===== src/design/bfa_pkg.sv =====
// Package: shared constants, codes and types of the bitmap frame allocator.
`timescale 1ns / 1ps
`default_nettype none
package bfa_pkg;

  localparam int MAX_FRAMES = 4096;
  localparam int WORD_BITS  = 64;
  localparam int MAP_WORDS  = MAX_FRAMES / WORD_BITS;
  localparam int FRAME_W    = 13;
  localparam int WIDX_W     = 6;
  localparam int BIT_W      = 6;

  typedef enum logic [2:0] {
    OP_ALLOC   = 3'd0,
    OP_FREE    = 3'd1,
    OP_RESERVE = 3'd2,
    OP_CHECK   = 3'd3,
    OP_INIT    = 3'd4
  } op_e;

  typedef enum logic [2:0] {
    STS_OK        = 3'd0,
    STS_UNINIT    = 3'd1,
    STS_INVALID   = 3'd2,
    STS_NO_MEM    = 3'd3,
    STS_NOT_FOUND = 3'd4,
    STS_BAD_STATE = 3'd5
  } status_e;

  localparam logic [1:0] CFG_REGION_BASE = 2'd0;
  localparam logic [1:0] CFG_FRAME_SHIFT = 2'd1;
  localparam logic [1:0] CFG_FRAME_COUNT = 2'd2;

  typedef enum logic [1:0] {
    RM_TEST_USED = 2'd0,
    RM_TEST_ANY  = 2'd1,
    RM_SET       = 2'd2,
    RM_CLR       = 2'd3
  } rmode_e;

  typedef struct packed {
    logic [WIDX_W-1:0]    rd_word;
    logic                 wr_en;
    logic [WIDX_W-1:0]    wr_word;
    logic [WORD_BITS-1:0] wr_data;
  } map_cmd_t;

endpackage
`default_nettype wire


===== src/design/bfa_map_ram.sv =====
// Frame bitmap memory: one write port, one registered read port.
`timescale 1ns / 1ps
`default_nettype none
module bfa_map_ram import bfa_pkg::*; (
  input  logic                 clk_i,
  input  map_cmd_t             cmd_i,
  output logic [WORD_BITS-1:0] rdata_o
);

  logic [WORD_BITS-1:0] mem [MAP_WORDS];
  logic [WORD_BITS-1:0] rdata_q;

  always_ff @(posedge clk_i) begin
    if (cmd_i.wr_en) begin
      mem[cmd_i.wr_word] <= cmd_i.wr_data;
    end
    rdata_q <= mem[cmd_i.rd_word];
  end

  assign rdata_o = rdata_q;

endmodule
`default_nettype wire


===== config.mk =====
export PLATFORM = sky130hd
export DESIGN_NAME = bfa_map_ram
export DESIGN_NICKNAME = d
export VERILOG_FILES = /design/src/design/bfa_pkg.sv /design/src/design/bfa_map_ram.sv
export SDC_FILE = /design/constraint.sdc
export NUM_CORES = 2
export LEC_CHECK = 0
export BUFFER_PORTS_ARGS = -buffer_cell sky130_fd_sc_hd__buf_2
export CAP_MARGIN = 10
export CORE_UTILIZATION = 35
export DETAILED_ROUTE_END_ITERATION = 7
export GPL_TIMING_DRIVEN = 0
export PLACE_DENSITY_LB_ADDON = 0.3
export SLEW_MARGIN = 20
export SYNTH_ARGS = -nofsm -noshare
export SYNTH_HDL_FRONTEND = slang
export SYNTH_SLANG_ARGS = --single-unit

===== constraint.sdc =====
create_clock -name clk_i -period 10.9 [get_ports clk_i]
set_clock_uncertainty 0.1 [all_clocks]
set_input_delay 3.27 -clock clk_i [delete_from_list [all_inputs] [get_ports clk_i]]
set_output_delay 3.27 -clock clk_i [all_outputs]
set_load 0.01 [all_outputs]

==> key figures <==
CTS
  – Clk slew on worst S/H paths: approximately 0.06 ns
  – Clk_lat worst skew: 1.01 ns
  – Num CTS Buffers: 415
  – Root buf cell: clkbuf_16
  – Setup bufs post-CTS: 0
  – H-tree Lvls: 5
  – Clk buf depth: 4
  – CTS tree: done
  – # clock sinks: 4160
  – Post_cts resized: 0
  – CTS hold repair buffers: 0

Power and ir drop
  – Psw: 7350 µW
  – P_int: 26300 µW
  – Leak: 0.0574 µW
  – Max VDD drop: 0.000139 V
  – Power density over the cells: 182 nW/µm²
  – Power Total: 33700 µW
  – Flop pwr share: 52.7%
  – Combinational power share: under 10%
  – Sw Share: between 20 and 25%
  – Clock share of power: 42.0%

Die
  – Total core area: 445000 µm²
  – Ports: 142
  – Die width: 670 µm
  – Die Ht: 670 µm
  – Die area: 449000 µm²
  – Initial Util: between 30% and 40%
  – Rows: 245

Timing
  – Final min period: ~7.0 ns
  – Unrepaired setup endpoints after global routing: false
  – Setup WS post-layout: 3.86 ns
  – Finish-stage setup viols: 0
  – Actual slew at the worst max-slew pin: 1.30 ns
  – Rel. slew slack: between 10% and 20%
  – Slew Viols, Final: 0
  – Fin crit share: 64.5%
  – Max Fclk: around 0.14 GHz
  – Worst hold slack: between 0.8 and 0.9 ns
  – Final hold vios: 0

Worst hold path
  – Tightest Hold Check Type: flip-flop to flip-flop

Setup path
  – Startpoint Class: input port
  – Crit Path Class: input port to flip-flop
  – Worst path slowest cell: a211oi_1
  – Cell-by-cell trace of the critical path: buf_2 -> buf_4 -> buf_2 -> buf_2 -> buf_4 -> mux2i_1 -> o22ai_1 -> a31oi_1 -> a211oi_1
  – CP delay by family, top: buffers and inverters
  – Max incr delay on CP: roughly 1.1 ns
  – Worst EP arrival: between 7 and 8 ns
  – CP required: between 10 and 15 ns
  – Most used cell, CP: buf_2
  – Critical path peak fanout: 10
  – Buf/Inv on CP: 5
  – CP endpoint kind: flip-flop

Synth
  – Post-Synth Simple-Gate Area: 1.24%
  – Yosys warnings: 0
  – Number of synthesized register bits: 4160
  – Cells after synthesis: 6598
  – Synth unique cells: 33
  – Net count after synthesis: 6676
  – Multiplexer share of the synthesized area: around 16%
  – Compound-gate portion of the synthesized area: 2.48%
  – Register area share after synthesis: 79.5%
  – Mean Syn Cell Area: about 24 µm²
  – Adder-Cell Fraction of Synth Area: 0%
  – Main combinational cell family by area after synthesis: multiplexers
  – Post-synthesis cell area: 156000 µm²
  – Synth Area in XOR/XNOR: 0%

Placed design
  – Number of port buffers: 133
  – Gp weighted congestion: about 0.83
  – Pre-CTS setup slack: 2.87 ns
  – Placed cell count: approximately 13k
  – Detailed placement HPWL: 303000 µm
  – Placed cell area: between 150000 and 200000 µm²

Global routing
  – Vias in the first global route: 76.9k
  – Initial antenna violation count: 55
  – Largest net degree at the start of global routing: 65
  – Global-route usage over all layers: 19.4%
  – First-pass GRT wire length: between 600000 and 700000 µm
  – Total grt overflow: 0

Drt
  – DR DRC count: 0
  – Routed vias/inst: 5.49
  – DR vias: 75.4k
  – Drt total wl: 443000 µm
  – DRT iter0 DRCs: 9640
  – Pre-antenna DRT Iters: 5
  – Post-DR wirelength/cell: 32.2 µm
  – DRT antenna net count: 0

Final layout
  – Most common cell after layout, fill and taps aside: edfxtp_1
  – Area of the multi-input gates: 30800 µm²
  – Synthesis-to-finish area growth: 18.1%
  – Reg area: 124000 µm²
  – Post-route insts no fill: 13.8k
  – Final instance area: 185000 µm²
  – Nets: 7512
  – Most frequent cells in the layout: edfxtp_1 (4096), mux4_2 (1024), clkbuf_16 (421)
  – Share of cells above drive strength 1: 30.4%
  – Filler cells: 38.1k

Run
  – Number of max-cap violations: 0

Run status
  – Outcome: finished clean
-- per-stage QoR --
step	utilization, %	setup TNS [ns]
CTS	41.5	0
detailed placement	38.4	0
global route	41.5	0
floorplan	-	0
finish	41.5	0
global placement	36.9	-1842.03
-- power by group through the flow --
| stage | logic, µW | registers, µW | clock network, µW |
|---|---|---|---|
| floorplan | 825 | 18100 | 0 |
| global placement | 1700 | 18100 | 0 |
| detailed placement | 1790 | 18100 | 0 |
| CTS | 1800 | 17700 | 14400 |
| global route | 1870 | 17700 | 15000 |
| finish | 1790 | 17700 | 14200 |
-- kinds of logic after synthesis --
group / count (synthesis)
buffers and inverters: 389
AOI/OAI and AO/OA: 504
muxes: 1159
DFF: 4160
and+or+nand+nor: 386
-- per-layer routing --
layer | vias up | track usage [%] | routed length (µm)
met5 | - | 0 | 129
li1 | 30300 | - | -
met2 | 3465 | 32.0 | 217000
met1 | 40900 | 25.7 | 172000
met4 | 22 | 7.37 | 17900
met3 | 717 | 3.31 | 35500
-- worst register-to-register path, cell delays in order (launching register included) --
cell and delay, ns:
edfxtp_1 0.37, mux4_2 0.47, mux2i_1 0.28, o22ai_1 0.34, a31oi_1 0.87, a211oi_1 0.36
-- registers in the layout, summed over array words and instances, names as in the netlist --
| register | flops |
|---|---|
| rdata_o | 64 |
| mem | 4096 |
-- Yosys cell counts --
master	n	share of area [%]
a211oi_1	63	0.30
a22o_1	88	0.49
a22oi_1	168	0.81
a2bb2oi_1	19	0.11
a31o_1	1	0.0056
a31oi_1	18	0.072
a41oi_1	26	0.15
and2_1	3	0.012
and3_1	64	0.26
buf_1	20	0.048
buf_2	170	0.54
buf_4	34	0.16
buf_6	6	0.043
clkbuf_1	140	0.34
dfxtp_1	64	0.82
edfxtp_1	4096	79
inv_1	19	0.046
mux2i_1	135	0.86
mux4_2	1024	15
nand2_1	58	0.14
nand2b_1	11	0.044
nand3_1	45	0.14
nand3b_1	2	0.0096
nand4_1	2	0.0080
nand4b_1	1	0.0056
nor2_1	112	0.27
nor2b_1	28	0.11
nor3_1	2	0.0064
o221ai_1	38	0.21
o22ai_1	83	0.33
or2_2	28	0.11
or3_1	29	0.12
or3b_2	1	0.0056
-- final timing paths --
path | from | endpoint | slack, ns | cells past startpoint
worst min register to register | mem[37][42] | rdata_o[42] | 0.85 | 4
worst max register to register | mem[62][38] | rdata_o[38] | 7.87 | 5
worst max-delay path | cmd_i[73] | rdata_o[6] | 3.86 | 9
worst min-delay path | mem[37][42] | rdata_o[42] | 0.85 | 4
-- cell type report --
cell class / instances / share of cell area [%]
diodes: 35 / 0.0474
plain buffers: 370 / 0.967
clock buffers: 516 / 5.95
clock inverters: 255 / 1.33
inverters: 19 / 0.0386
multi-input cells: 2049 / 16.7
flip-flops and latches: 4160 / 67.3
well taps: 5928 / 4.02
repair buffers: 419 / 3.70
Note: power is estimated with default switching activity, not from simulation.
